**src/design/ipvrf_pkg.sv**
```systemverilog
package ipvrf_pkg;

    localparam int unsigned WORD_W   = 16;
    localparam int unsigned ADDR_W   = 32;
    localparam int unsigned CNT_W    = 4;
    localparam int unsigned CFG_IDX_W = 2;

    // Word positions inside the fixed 20-byte header
    localparam logic [CNT_W-1:0] POS_VERSION  = 4'd0;
    localparam logic [CNT_W-1:0] POS_PROTOCOL = 4'd4;
    localparam logic [CNT_W-1:0] POS_CHECKSUM = 4'd5;
    localparam logic [CNT_W-1:0] POS_SRC_HI   = 4'd6;
    localparam logic [CNT_W-1:0] POS_SRC_LO   = 4'd7;
    localparam logic [CNT_W-1:0] POS_DST_HI   = 4'd8;
    localparam logic [CNT_W-1:0] POS_DST_LO   = 4'd9;
    localparam logic [CNT_W-1:0] HDR_WORDS    = 4'd10;

    localparam logic [3:0] IPV4_VERSION = 4'd4;
    localparam logic [7:0] PROTO_ICMP   = 8'd1;
    localparam logic [7:0] PROTO_TCP    = 8'd6;
    localparam logic [7:0] PROTO_UDP    = 8'd17;

    localparam logic [ADDR_W-1:0] ALL_ONES = 32'hFFFF_FFFF;

    localparam logic [CFG_IDX_W-1:0] REG_LOCAL_ADDRESS = 2'd0;
    localparam logic [CFG_IDX_W-1:0] REG_NET_MASK      = 2'd1;

    typedef enum logic [1:0] {
        VERDICT_ACCEPT      = 2'd0,
        VERDICT_BAD_VERSION = 2'd1,
        VERDICT_BAD_CKSUM   = 2'd2,
        VERDICT_NOT_FOR_US  = 2'd3
    } verdict_t;

    typedef enum logic [1:0] {
        ROUTE_ICMP        = 2'd0,
        ROUTE_UDP         = 2'd1,
        ROUTE_TCP         = 2'd2,
        ROUTE_UNREACHABLE = 2'd3
    } route_t;

    // Finished header handed from the tracker to the classifier
    typedef struct packed {
        logic              valid;
        logic [WORD_W-1:0] sum;
        logic [3:0]        version;
        logic [7:0]        protocol;
        logic [WORD_W-1:0] checksum;
        logic [ADDR_W-1:0] src;
        logic [ADDR_W-1:0] dst;
    } fin_t;

    // One's-complement add with end-around carry
    function automatic logic [WORD_W-1:0] ones_add(input logic [WORD_W-1:0] acc,
                                                   input logic [WORD_W-1:0] w);
        logic [WORD_W:0] s;
        s = {1'b0, acc} + {1'b0, w};
        return s[WORD_W] ? (s[WORD_W-1:0] + 16'd1) : s[WORD_W-1:0];
    endfunction

endpackage

```
**src/design/ipvrf_track.sv**
```systemverilog
module ipvrf_track
    import ipvrf_pkg::*;
(
    input  logic              aclk,
    input  logic              aresetn,
    input  logic              word_accept,
    input  logic [WORD_W-1:0] header_word,
    input  logic              first_word,
    input  logic              fin_take,
    output fin_t              fin
);

    logic [CNT_W-1:0]  count_reg, count_next;
    logic [WORD_W-1:0] sum_reg, sum_next;
    logic [3:0]        version_reg, version_next;
    logic [7:0]        protocol_reg, protocol_next;
    logic [WORD_W-1:0] checksum_reg, checksum_next;
    logic [ADDR_W-1:0] src_reg, src_next;
    logic [ADDR_W-1:0] dst_reg, dst_next;
    fin_t              fin_reg, fin_next;

    logic              open_word;
    logic [CNT_W-1:0]  pos;
    logic [WORD_W-1:0] sum_base;
    logic [3:0]        version_base;
    logic [7:0]        protocol_base;
    logic [WORD_W-1:0] checksum_base;
    logic [ADDR_W-1:0] src_base;
    logic [ADDR_W-1:0] dst_base;

    always_comb begin
        // a start mark restarts the header; a bare word counts only mid-header
        open_word = first_word || ((count_reg != '0) && (count_reg < HDR_WORDS));
        pos       = first_word ? '0 : count_reg;

        sum_base      = first_word ? '0 : sum_reg;
        version_base  = first_word ? '0 : version_reg;
        protocol_base = first_word ? '0 : protocol_reg;
        checksum_base = first_word ? '0 : checksum_reg;
        src_base      = first_word ? '0 : src_reg;
        dst_base      = first_word ? '0 : dst_reg;

        count_next    = count_reg;
        sum_next      = sum_reg;
        version_next  = version_reg;
        protocol_next = protocol_reg;
        checksum_next = checksum_reg;
        src_next      = src_reg;
        dst_next      = dst_reg;

        if (word_accept && open_word) begin
            count_next    = pos + 4'd1;
            sum_next      = (pos != POS_CHECKSUM) ? ones_add(sum_base, header_word) : sum_base;
            version_next  = version_base;
            protocol_next = protocol_base;
            checksum_next = checksum_base;
            src_next      = src_base;
            dst_next      = dst_base;
            case (pos)
                POS_VERSION:  version_next  = header_word[15:12];
                POS_PROTOCOL: protocol_next = header_word[7:0];
                POS_CHECKSUM: checksum_next = header_word;
                POS_SRC_HI:   src_next      = {header_word, src_base[15:0]};
                POS_SRC_LO:   src_next      = {src_base[31:16], header_word};
                POS_DST_HI:   dst_next      = {header_word, dst_base[15:0]};
                POS_DST_LO:   dst_next      = {dst_base[31:16], header_word};
                default:      ;
            endcase
        end

        fin_next = fin_reg;
        if (fin_take) begin
            fin_next.valid = 1'b0;
        end
        if (word_accept && open_word && (pos == POS_DST_LO)) begin
            fin_next.valid    = 1'b1;
            fin_next.sum      = sum_next;
            fin_next.version  = version_next;
            fin_next.protocol = protocol_next;
            fin_next.checksum = checksum_next;
            fin_next.src      = src_next;
            fin_next.dst      = dst_next;
        end
    end

    always_ff @(posedge aclk) begin
        if (!aresetn) begin
            count_reg     <= '0;
            sum_reg       <= '0;
            version_reg   <= '0;
            protocol_reg  <= '0;
            checksum_reg  <= '0;
            src_reg       <= '0;
            dst_reg       <= '0;
            fin_reg       <= '0;
        end else begin
            count_reg     <= count_next;
            sum_reg       <= sum_next;
            version_reg   <= version_next;
            protocol_reg  <= protocol_next;
            checksum_reg  <= checksum_next;
            src_reg       <= src_next;
            dst_reg       <= dst_next;
            fin_reg       <= fin_next;
        end
    end

    assign fin = fin_reg;

endmodule

```
**src/design/ipvrf_classify.sv**
```systemverilog
module ipvrf_classify
    import ipvrf_pkg::*;
(
    input  logic              aclk,
    input  logic              aresetn,
    input  fin_t              fin,
    input  logic [ADDR_W-1:0] local_address,
    input  logic [ADDR_W-1:0] net_mask,
    output logic              fin_take,
    output logic              m_tvalid,
    input  logic              m_tready,
    output logic [71:0]       m_tdata,
    output logic [3:0]        m_tuser
);

    logic        valid_reg, valid_next;
    logic [71:0] data_reg;
    logic [3:0]  user_reg;

    verdict_t verdict;
    route_t   route;
    logic     for_us;

    always_comb begin
        for_us = (fin.dst == ALL_ONES) || (fin.dst == local_address)
              || (local_address == '0)
              || ((net_mask != '0) && ((fin.dst | net_mask) == ALL_ONES));

        route = ROUTE_ICMP;
        if (fin.version != IPV4_VERSION) begin
            verdict = VERDICT_BAD_VERSION;
        end else if (fin.checksum != ~fin.sum) begin
            verdict = VERDICT_BAD_CKSUM;
        end else if (!for_us) begin
            verdict = VERDICT_NOT_FOR_US;
        end else begin
            verdict = VERDICT_ACCEPT;
            case (fin.protocol)
                PROTO_ICMP: route = ROUTE_ICMP;
                PROTO_UDP:  route = ROUTE_UDP;
                PROTO_TCP:  route = ROUTE_TCP;
                default:    route = ROUTE_UNREACHABLE;
            endcase
        end
    end

    assign fin_take   = fin.valid && (!valid_reg || m_tready);
    assign valid_next = fin_take ? 1'b1 : (valid_reg && !m_tready);

    always_ff @(posedge aclk) begin
        if (!aresetn) begin
            valid_reg <= 1'b0;
        end else begin
            valid_reg <= valid_next;
        end
    end

    always_ff @(posedge aclk) begin
        if (fin_take) begin
            data_reg <= {fin.dst, fin.src, fin.protocol};
            user_reg <= {route, verdict};
        end
    end

    assign m_tvalid = valid_reg;
    assign m_tdata  = data_reg;
    assign m_tuser  = user_reg;

endmodule

```
**src/design/ipv4_receive_filter.sv**
```systemverilog
// Throughput: one header word per cycle while s_tready is high; the tracker registers each
// word's update, the classifier registers the verdict, and a finished header waits in the
// stage between them. Reset: aresetn (synchronous, active low) clears the word count, the
// header state, both stage valids and the local address and subnet mask registers.
module ipv4_receive_filter
    import ipvrf_pkg::*;
(
    input  logic                 aclk,
    input  logic                 aresetn,

    input  logic                 s_tvalid,
    output logic                 s_tready,
    input  logic [15:0]          s_tdata,    // [15:0] header_word
    input  logic [0:0]           s_tuser,    // [0] first_word

    output logic                 m_tvalid,
    input  logic                 m_tready,
    output logic [71:0]          m_tdata,    // [7:0] protocol_number, [39:8] source_address,
                                             // [71:40] destination_address
    output logic [3:0]           m_tuser,    // [1:0] verdict, [3:2] route

    input  logic                 cfg_valid,
    output logic                 cfg_ready,
    input  logic [CFG_IDX_W-1:0] cfg_index,
    input  logic [31:0]          cfg_data
);

    logic [ADDR_W-1:0] local_address_reg;
    logic [ADDR_W-1:0] net_mask_reg;
    fin_t              fin;
    logic              fin_take;
    logic              word_accept;

    // Configuration writes land in the registers at the following clock edge; unknown indexes are dropped
    assign cfg_ready = 1'b1;

    always_ff @(posedge aclk) begin
        if (!aresetn) begin
            local_address_reg <= '0;
            net_mask_reg      <= '0;
        end else if (cfg_valid && cfg_ready) begin
            case (cfg_index)
                REG_LOCAL_ADDRESS: local_address_reg <= cfg_data;
                REG_NET_MASK:      net_mask_reg      <= cfg_data;
                default:           ;
            endcase
        end
    end

    // Take a beat unless a finished header is still parked and cannot move on
    assign s_tready    = !fin.valid || fin_take;
    assign word_accept = s_tvalid && s_tready;

    ipvrf_track u_track (
        .aclk        (aclk),
        .aresetn     (aresetn),
        .word_accept (word_accept),
        .header_word (s_tdata),
        .first_word  (s_tuser[0]),
        .fin_take    (fin_take),
        .fin         (fin)
    );

    ipvrf_classify u_classify (
        .aclk          (aclk),
        .aresetn       (aresetn),
        .fin           (fin),
        .local_address (local_address_reg),
        .net_mask      (net_mask_reg),
        .fin_take      (fin_take),
        .m_tvalid      (m_tvalid),
        .m_tready      (m_tready),
        .m_tdata       (m_tdata),
        .m_tuser       (m_tuser)
    );

endmodule
```
**config.mk**
```make
export PLATFORM = sky130hd
export DESIGN_NAME = ipv4_receive_filter
export DESIGN_NICKNAME = d
export VERILOG_FILES = /design/src/design/ipvrf_pkg.sv /design/src/design/ipvrf_track.sv /design/src/design/ipvrf_classify.sv /design/src/design/ipv4_receive_filter.sv
export SDC_FILE = /design/constraint.sdc
export NUM_CORES = 1
export LEC_CHECK = 0
export ABC_CLOCK_PERIOD_IN_PS = 6500
export BUFFER_PORTS_ARGS = -buffer_cell sky130_fd_sc_hd__buf_2
export CAP_MARGIN = 20
export CORE_MARGIN = 1
export CORE_UTILIZATION = 55
export DETAILED_ROUTE_END_ITERATION = 6
export PLACE_DENSITY = 0.75
export SETUP_SLACK_MARGIN = 0.05
export SYNTH_ARGS = -nofsm -noshare
export SYNTH_HDL_FRONTEND = slang
export SYNTH_SLANG_ARGS = --single-unit
export TNS_END_PERCENT = 1
```
**constraint.sdc**
```tcl
create_clock -name aclk -period 6.5 [get_ports aclk]
set_clock_uncertainty 0.2 [all_clocks]
set_input_delay 1.95 -clock aclk [delete_from_list [all_inputs] [get_ports aclk]]
set_output_delay 1.95 -clock aclk [all_outputs]
set_load 0.005 [all_outputs]
```
==> metrics.csv, run 1 <==
metric;value;unit
status;finished clean;
num ports;135;
slowest stage cell, crit path;a2111oi_0;
Cell Pwr Density;272;nW/um2
n_diodes;0;
crit path time final;5.10;ns
Die H;169;um
Syn Area/Cell;9.92;um2
area grow syn2layout;13.1;%
DR WL/cell;19.4;um
hold crit path type;reg -> reg;
hold_buf cts;0;
fmax;196;MHz
DRT Pass-1 Iters;5;
Total GRT Usage;27.4;%
Max Slew Vio Count;0;
Die X;169;um
final hold viol count;0;
first-pass GRT wire length;61000;um
Req. time, crit path;6.72;ns
Distinct cells, synth;71;
vias in the first global route;10800;
CP Capture Type;flip-flop;
setup TNS;0;ns
I/O Buffers;133;
Final setup viols;0;
max reg flops;109;
GPL Wtd Cong;0.943;
Worst Path Arrival;5.31;ns
Final Cycle Share;78.4;%
Syn Std Cell Area;15300;um2
maximum number of pins on one net before global-route repair;180;
post-route ant nets;0;
synth warn;0;
Max VDD drop;0.000214;V
global route total overflow;0;
CTS root buf;clkbuf_16;
initial antenna violation count;0;
CTS tree;yes;
post-synthesis sequential area ratio;52.4;%
vias per cell;5.82;
htree depth;2;
routed wire length;39100;um
Rows;60;
Post-DP HPWL;25900;um
Synth Register Bits;362;
crit-path max FO;23;
Initial Util;56.4;%
Worst Hold Slack;0.232;ns
Leak;0.00711;uW
clock-pin transition on the worst setup and hold timing paths;0.06;ns
Synth async-reset ratio;0;%
die area;28500;um2
final net count;1699;
RSZ-0062 raised after global routing;no;
worst-margin pin slew;1.14;ns
Post-CTS Resized;0;
Post-synth EDFFs;76;
first-iteration detailed-routing DRC count;1015;
MaxCap Viol Count;0;
crit-path max cell delay;0.53;ns
post-synthesis cell count;1540;
residual DRC count;0;
clk sink count;362;
crit path kind;in -> reg;
Net Count, Synth;1618;
Clock Path Buffers;3;
setup bufs post-CTS;0;
normalized max-slew margin;23.9;%
ys flop type;dfxtp_1;
CP Cell Sequence;buf_2, nor2b_1, ha_1, fa_1, a21o_2, a311o_2, a2111oi_0, nor3_1, nand4_1, nor4_2, mux2i_1, a41o_1;
CTS buffer count;36;
DR vias;11800;
Startpoint Class;input port;
layout cells sized above 1;13.5;%
Core Area;27100;um2
Clock Latency Late Sink;0.53;ns
==> cells by family after synthesis <==
| kind of cell | after synthesis | synth area share, % |
|---|---|---|
| AND/OR/NAND/NOR | 554 | 18.4 |
| multiplexers | 5 | 0.328 |
| buffers and inverters | 116 | 3.10 |
| flip-flops | 362 | 52.4 |
| XOR/XNOR | 69 | 3.96 |
| AO/OA/AOI/OAI | 411 | 20.0 |
| other | 1 | 0.0245 |
| adder cells (fa/ha/maj) | 22 | 1.85 |
==> cells in the mapped netlist (all sizes together) (2+ instances only) <==
library cell,instances,area [um2]
dfxtp,286,5730
nand2,245,920
nor2b,113,707
o211a,84,841
a21oi,83,423
a21boi,76,574
edfxtp,76,2280
clkbuf,72,270
a22oi,61,458
xnor2,45,394
o21ai,40,200
nor2,35,131
and3,32,200
buf,32,158
nand4,30,194
nor4,28,188
xor2,24,210
ha,21,263
o22ai,18,113
nand3,16,80.1
nor3,14,70.1
inv,12,45.0
nand2b,10,62.6
nor3b,10,75.1
o211ai,9,77.6
a21o,7,53.8
a211oi,6,57.6
and2,5,31.3
mux2i,5,50.1
nand3b,5,37.5
a31oi,4,40.0
a2111oi,3,32.5
a311o,3,31.3
a311oi,3,32.5
o21bai,3,22.5
or4,3,22.5
a211o,2,17.5
o21a,2,15.0
o221ai,2,17.5
or3b,2,17.5
==> area by class of cell <==
type | instances | area [um2]
Clock buffer | 55 | 1070
Clock inverter | 8 | 82.6
Fill cell | 2235 | 9820
Inverter | 12 | 45.0
Multi-Input combinational cell | 1062 | 6820
Sequential cell | 362 | 8010
Tap cell | 372 | 465
Timing Repair Buffer | 147 | 790
==> routing by layer <==
layer,track usage (%),routed length [um],vias up
met2,43.1,17800,399
met1,38.8,18000,5604
li1,-,-,5672
met4,8.10,987,0
met3,4.65,2430,77
met5,0,0,-
==> worst paths after layout <==
path	startpoint	depth (start not counted)	slack, ns	to
worst max-delay path	s_tuser	12	1.40	u_track.sum_reg[15]
worst min register to register	u_track.fin[39]	0	0.23	u_classify.m_tdata[15]
worst min-delay path	u_track.fin[39]	0	0.23	u_classify.m_tdata[15]
worst max register to register	u_track.sum_reg[0]	11	2.89	u_track.sum_reg[15]
==> report_power, final <==
group | switching [uW] | leakage [uW] | internal, uW
registers | 21.3 | 0.00291 | 2310
clock network | 848 | 0.000568 | 1180
logic | 221 | 0.00363 | 123
total | 1090 | 0.00711 | 3610
==> stage by stage <==
step	cell area, um2	util, %	power, uW	std cells	worst slack [ns]
3_3_place_gp	16100	59.5	2710	1955	1.03
2_1_floorplan	15300	-	2600	1540	0.415
3_5_place_dp	16100	59.5	2720	1955	0.927
5_1_grt	17300	63.8	4850	2018	1.11
4_1_cts	17300	63.8	4720	2018	1.46
6_report	17300	63.8	4700	2018	1.40
==> layout by cell type (no fill, tap or decap), types with 3 or more instances in the layout <==
master and instances:
a211oi_1 5, and3_1 31, inv_1 12, nor2b_1 112, clkbuf_1 10, edfxtp_1 76, nor3b_1 9, dfxtp_1 286
o21ai_0 39, mux2i_1 5, clkinv_2 3, xor2_1 24, buf_4 13, clkbuf_16 37, o22ai_1 18, o211ai_1 7
a21oi_1 81, and2_1 4, a22oi_1 61, a31oi_1 3, nand3_1 16, nand4_1 29, o21bai_1 3, nand2_1 245
or4_1 3, ha_1 21, buf_2 132, nor2_1 35, clkbuf_8 8, nor3_1 14, xnor2_1 45, nand2b_1 10
a21boi_0 73, nor4_1 26, a21o_1 6, o211a_1 84, nand3b_1 5
==> worst max-delay path: cells and delay by family <==
kind	cells	cell delay, ns
AO/OA/AOI/OAI	4	1.42
buffers and inverters	1	0.38
adder cells (fa/ha/maj)	2	0.70
AND/OR/NAND/NOR	4	0.68
multiplexers	1	0.16
(Power assumes the default switching activity.)
==> run 2, diff against run 1 <==
--- a/config.mk
+++ b/config.mk
@@ -5,13 +5,13 @@
 export SDC_FILE = /design/constraint.sdc
 export NUM_CORES = 1
 export LEC_CHECK = 0
-export ABC_CLOCK_PERIOD_IN_PS = 6500
+export ABC_CLOCK_PERIOD_IN_PS = 4300
 export BUFFER_PORTS_ARGS = -buffer_cell sky130_fd_sc_hd__buf_2
 export CAP_MARGIN = 20
 export CORE_MARGIN = 1
-export CORE_UTILIZATION = 55
+export CORE_UTILIZATION = 54
 export DETAILED_ROUTE_END_ITERATION = 6
-export PLACE_DENSITY = 0.75
+export PLACE_DENSITY = 0.76
 export SETUP_SLACK_MARGIN = 0.05
 export SYNTH_ARGS = -nofsm -noshare
 export SYNTH_HDL_FRONTEND = slang
==> constraint.sdc (replaced) <==
create_clock -name aclk -period 4.3 [get_ports aclk]
set_clock_uncertainty 0.2 [all_clocks]
set_input_delay 1.29 -clock aclk [delete_from_list [all_inputs] [get_ports aclk]]
set_output_delay 1.29 -clock aclk [all_outputs]
set_load 0.005 [all_outputs]
==> run 2 against run 1 <==
  * Global-route usage increased by 0.37 points
  * Clock power increased by 44%
  * Via count increased by 4.7%
  * Worst hold slack improved by 0.0012 ns
  * Critical path depth unchanged
  * Critical endpoint is now u_track.sum_reg[14]
  * Power increased by 50%
  * Wire length increased by 2.5%
  * Final cell count increased by 3.8%
  * Cell area increased by 3.1%
  * Register-to-register slack got worse by 2.0 ns
==> metrics.csv, run 2 (synthesis gave the netlist of run 1 again) <==
metric;value;unit
status;finished clean;
htree depth;2;
residual DRC count;0;
fmax;252;MHz
DRT Pass-1 Iters;5;
Non-Filler Instances;2095;
most frequent cells in the layout;286 x dfxtp_1, 245 x nand2_1, 132 x buf_2, 112 x nor2b_1, 84 x o211a_1;
vias per cell;5.88;
Multi-input gate area;6820;um2
CP Capture Type;flip-flop;
cell family with most CP delay;simple AND/OR/NAND/NOR gates;
CP most frequent cell;nor3_1;
Cell Pwr Density;395;nW/um2
max reg flops;109;
area grow syn2layout;16.5;%
RSZ-0062 raised after global routing;no;
CTS tree;yes;
Die H;170;um
Max Slew Vio Count;0;
slowest stage cell, crit path;fa_1;
crit path kind;in -> reg;
final net count;1768;
Total GRT Usage;27.8;%
Max VDD drop;0.000270;V
final hold viol count;0;
n_diodes;0;
Worst Reg-to-Reg Cells;11;
Final setup viols;0;
normalized max-slew margin;34.8;%
Worst Hold Slack;0.233;ns
hold_buf cts;0;
Post-CTS Resized;0;
post-layout util;64.1;%
Rows;61;
hold path startpoint;u_track.fin[49];
initial antenna violation count;0;
CTS root buf;clkbuf_16;
CP Cell Sequence;buf_2, buf_4, nor2b_1, fa_1, a21o_2, a311oi_2, nor3_1, nor3_1, nand4_1, nor4_2, xor2_1, a21oi_1;
Req. time, crit path;4.49;ns
Leak;0.00744;uW
worst hold stages;0;
RR Endpoint;u_track.sum_reg[14];
MaxCap Viol Count;0;
first-pass GRT wire length;62700;um
Post-DP HPWL;27700;um
GPL Wtd Cong;0.962;
num ports;135;
critical path buffer and inverter count;2;
setup bufs post-CTS;0;
Startpoint Class;input port;
FF-to-FF setup slack;0.86;ns
post-route ant nets;0;
Core Area;27800;um2
clock-pin transition on the worst setup and hold timing paths;0.06;ns
first-iteration detailed-routing DRC count;1195;
layout cells sized above 1;16.7;%
CTS buffer count;36;
DR WL/cell;19.1;um
crit path time final;3.97;ns
Worst Path Arrival;4.16;ns
Clock Latency Late Sink;0.52;ns
crit-path max FO;7;
maximum number of pins on one net before global-route repair;119;
Final Cycle Share;92.3;%
worst-margin pin slew;0.972;ns
global route total overflow;0;
worst flop-to-flop path startpoint;u_track.sum_reg[0];
most common cell after layout, fill and taps aside;dfxtp_1;
Clock Path Buffers;3;
hold crit path type;reg -> reg;
routed wire length;40100;um
clk sink count;362;
fillers;2368;
I/O Buffers;133;
Die X;170;um
# placed instances;2030;
DR vias;12300;
register area;8010;um2
crit-path max cell delay;0.42;ns
die area;29000;um2
Post-Place Cell Area;16700;um2
setup TNS;0;ns
Initial Util;55.0;%
vias in the first global route;11400;
cell area after layout;17800;um2
WHS Endpoint;u_classify.m_tdata[25];
[run 2: cell count changes in the layout (fill, tap and decap cells not counted), sizes merged]
cell / delta
inv: +1
bufinv: -1
buf: +69
clkbuf: +2
[run 2: how the worst max path moves through the flow]
stage | startpoint | to | slack, ns | cells past startpoint
final | s_tuser | u_track.sum_reg[14] | 0.33 | 12
after global routing | s_tuser | u_track.sum_reg[13] | 0.12 | 12
after CTS | s_tuser | u_track.sum_reg[14] | 0.41 | 12
after detailed placement | s_tuser | u_track.sum_reg[14] | -0.12 | 12
after global placement | s_tuser | u_track.sum_reg[14] | -0.08 | 12
after floorplan | s_tuser | u_track.fin[103] | -0.16 | 12
[run 2: per-layer routing]
| metal | share of wire, % | up-vias | global-route usage (%) |
|---|---|---|---|
| met5 | 0 | - | 0 |
| met4 | 3.1 | 0 | 9.28 |
| met3 | 7.4 | 83 | 4.70 |
| met2 | 45 | 462 | 44.4 |
| met1 | 44 | 5943 | 38.2 |
| li1 | - | 5822 | - |
[run 2: stage by stage]
stage	setup WS, ns	power [uW]
after floorplan	-0.158	3930
after global placement	-0.0837	4160
after detailed placement	-0.115	4160
after CTS	0.409	7060
after global routing	0.119	7250
final	0.329	7030
[run 2: report_power, final]
group	switching, uW	internal (uW)
sequential	31.2	3490
combinational	346	236
clock	1250	1680
total	1620	5410
[run 2: cell type report]
type | instances | area share [%]
Sequential cell | 362 | 45.0
Clock buffer | 57 | 5.91
Clock inverter | 8 | 0.246
Timing Repair Buffer | 216 | 7.69
Multi-Input combinational cell | 1062 | 38.3
Inverter | 12 | 0.253
Tap cell | 378 | 2.66
==> run 3, diff against run 2 <==
--- a/config.mk
+++ b/config.mk
@@ -5,14 +5,14 @@
 export SDC_FILE = /design/constraint.sdc
 export NUM_CORES = 1
 export LEC_CHECK = 0
-export ABC_CLOCK_PERIOD_IN_PS = 4300
+export ABC_CLOCK_PERIOD_IN_PS = 4200
 export BUFFER_PORTS_ARGS = -buffer_cell sky130_fd_sc_hd__buf_2
 export CAP_MARGIN = 20
 export CORE_MARGIN = 1
-export CORE_UTILIZATION = 54
+export CORE_UTILIZATION = 55
+export CTS_BUF_LIST = sky130_fd_sc_hd__clkbuf_4
 export DETAILED_ROUTE_END_ITERATION = 6
-export PLACE_DENSITY = 0.76
-export SETUP_SLACK_MARGIN = 0.05
+export PLACE_DENSITY = 0.75
 export SYNTH_ARGS = -nofsm -noshare
 export SYNTH_HDL_FRONTEND = slang
 export SYNTH_SLANG_ARGS = --single-unit
==> constraint.sdc (replaced) <==
create_clock -name aclk -period 4.2 [get_ports aclk]
set_clock_uncertainty 0.2 [all_clocks]
set_input_delay 1.26 -clock aclk [delete_from_list [all_inputs] [get_ports aclk]]
set_output_delay 1.26 -clock aclk [all_outputs]
set_load 0.005 [all_outputs]
==> run 3 against run 2 <==
  * Via count grew 1.9%
  * Die area fell by 1.8%
  * Sequential power is 2% higher
  * Worst hold slack worse by 0.010 ns
  * Critical path type unchanged
  * Largest power group unchanged
==> metrics.csv, run 3 (synthesis gave the netlist of run 1 again) <==
metric;value;unit
Post-Place Cell Area;16800;um2
status;finished clean;
hold crit path type;reg -> reg;
final net count;1837;
Worst Hold Slack;0.222;ns
area grow syn2layout;17.6;%
Clock Latency Late Sink;0.71;ns
max reg flops;109;
initial antenna violation count;1;
Max Slew Vio Count;0;
layout cells sized above 1;21.8;%
clock-pin transition on the worst setup and hold timing paths;0.07;ns
# placed instances;2042;
fmax;270;MHz
global route total overflow;0;
Final setup viols;0;
normalized max-slew margin;32.8;%
hold_buf cts;0;
Die H;169;um
Leak;0.00766;uW
htree depth;3;
most common cell after layout, fill and taps aside;dfxtp_1;
post-route ant nets;0;
die area;28500;um2
Cell Pwr Density;397;nW/um2
cell count along the critical path;12;
Total GRT Usage;28.4;%
cell area after layout;18000;um2
vias per cell;5.71;
CTS root buf;clkbuf_4;
Post-CTS Resized;0;
crit-path max cell delay;0.54;ns
worst-margin pin slew;1.00;ns
Worst Reg-to-Reg Cells;11;
Max VDD drop;0.000246;V
I/O Buffers;133;
CTS buffer count;87;
vias in the first global route;11800;
Core Area;27100;um2
Rows;60;
most frequent cells in the layout;286 x dfxtp_1, 245 x nand2_1, 132 x clkbuf_4, 132 x buf_2, 112 x nor2b_1;
Initial Util;56.4;%
clk sink count;362;
DRT Pass-1 Iters;5;
GPL Wtd Cong;0.963;
Non-Filler Instances;2196;
first-iteration detailed-routing DRC count;1125;
crit-path max FO;4;
Die X;169;um
slowest stage cell, crit path;a2111oi_0;
crit path time final;3.70;ns
cell family with most CP delay;compound AO/OA/AOI/OAI gates;
critical path buffer and inverter count;1;
fillers;2195;
Req. time, crit path;4.56;ns
first-pass GRT wire length;63300;um
FF-to-FF setup slack;0.79;ns
setup TNS;0;ns
MaxCap Viol Count;0;
worst hold stages;0;
num ports;135;
DR vias;12500;
final hold viol count;0;
maximum number of pins on one net before global-route repair;131;
DR WL/cell;18.3;um
Startpoint Class;input port;
Clock Path Buffers;3;
CP Capture Type;flip-flop;
RSZ-0062 raised after global routing;no;
Post-DP HPWL;27400;um
residual DRC count;0;
Worst Path Arrival;4.07;ns
setup bufs post-CTS;0;
Final Cycle Share;88.2;%
routed wire length;40200;um
CP Cell Sequence;buf_2, nor2b_1, ha_1, fa_1, a21o_2, a311o_2, a2111oi_0, nor3_1, nand4_1, nor4_2, mux2i_1, a41o_1;
CTS tree;yes;
crit path kind;in -> reg;
run 3: power by group:
group | total [uW] | internal, uW | switching (uW)
Combinational | 623 | 263 | 360
Clock | 2910 | 1560 | 1340
Sequential | 3600 | 3570 | 32.4
run 3: worst reg2reg max path, delay by kind of cell (launching register included):
family / cells / cell delay [ns]
DFF: 1 / 0.31
muxes: 1 / 0.12
AOI/OAI and AO/OA: 4 / 1.42
adders and majority gates: 2 / 0.60
and+or+nand+nor: 4 / 0.63
run 3: area by class of cell:
| cell class | count | area [um2] | share of cell area [%] |
|---|---|---|---|
| Sequential cell | 362 | 8010 | 44.6 |
| Clock buffer | 132 | 991 | 5.51 |
| Multi-Input combinational cell | 1062 | 6820 | 37.9 |
| Clock inverter | 21 | 153 | 0.849 |
| Antenna cell | 1 | 2.50 | 0.0139 |
| Timing Repair Buffer | 234 | 1490 | 8.30 |
| Tap cell | 372 | 465 | 2.59 |
| Inverter | 12 | 45.0 | 0.251 |
run 3: per-stage QoR:
step | total power, uW | setup slack (ns) | utilization (%)
final | 7130 | 0.495 | 66.3
after global routing | 7430 | 0.249 | 66.3
after CTS | 7180 | 0.539 | 66.3
after detailed placement | 4290 | -0.172 | 62.1
after global placement | 4290 | -0.0836 | 62.1
after floorplan | 4020 | -0.228 | -
run 3: worst paths after layout:
path                      start                endpoint
max                     s_tuser     u_track.sum_reg[15]
min reg2reg     u_track.fin[56]  u_classify.m_tdata[32]
max reg2reg  u_track.sum_reg[0]     u_track.sum_reg[15]
min             u_track.fin[56]  u_classify.m_tdata[32]
run 3: metal layers:
metal	share of wire (%)	routed length, um	global-route usage, %
met1	46	18400	39.7
met2	44	17900	43.3
met4	3.1	1250	11.6
met3	6.7	2700	5.40
met5	0	0	0
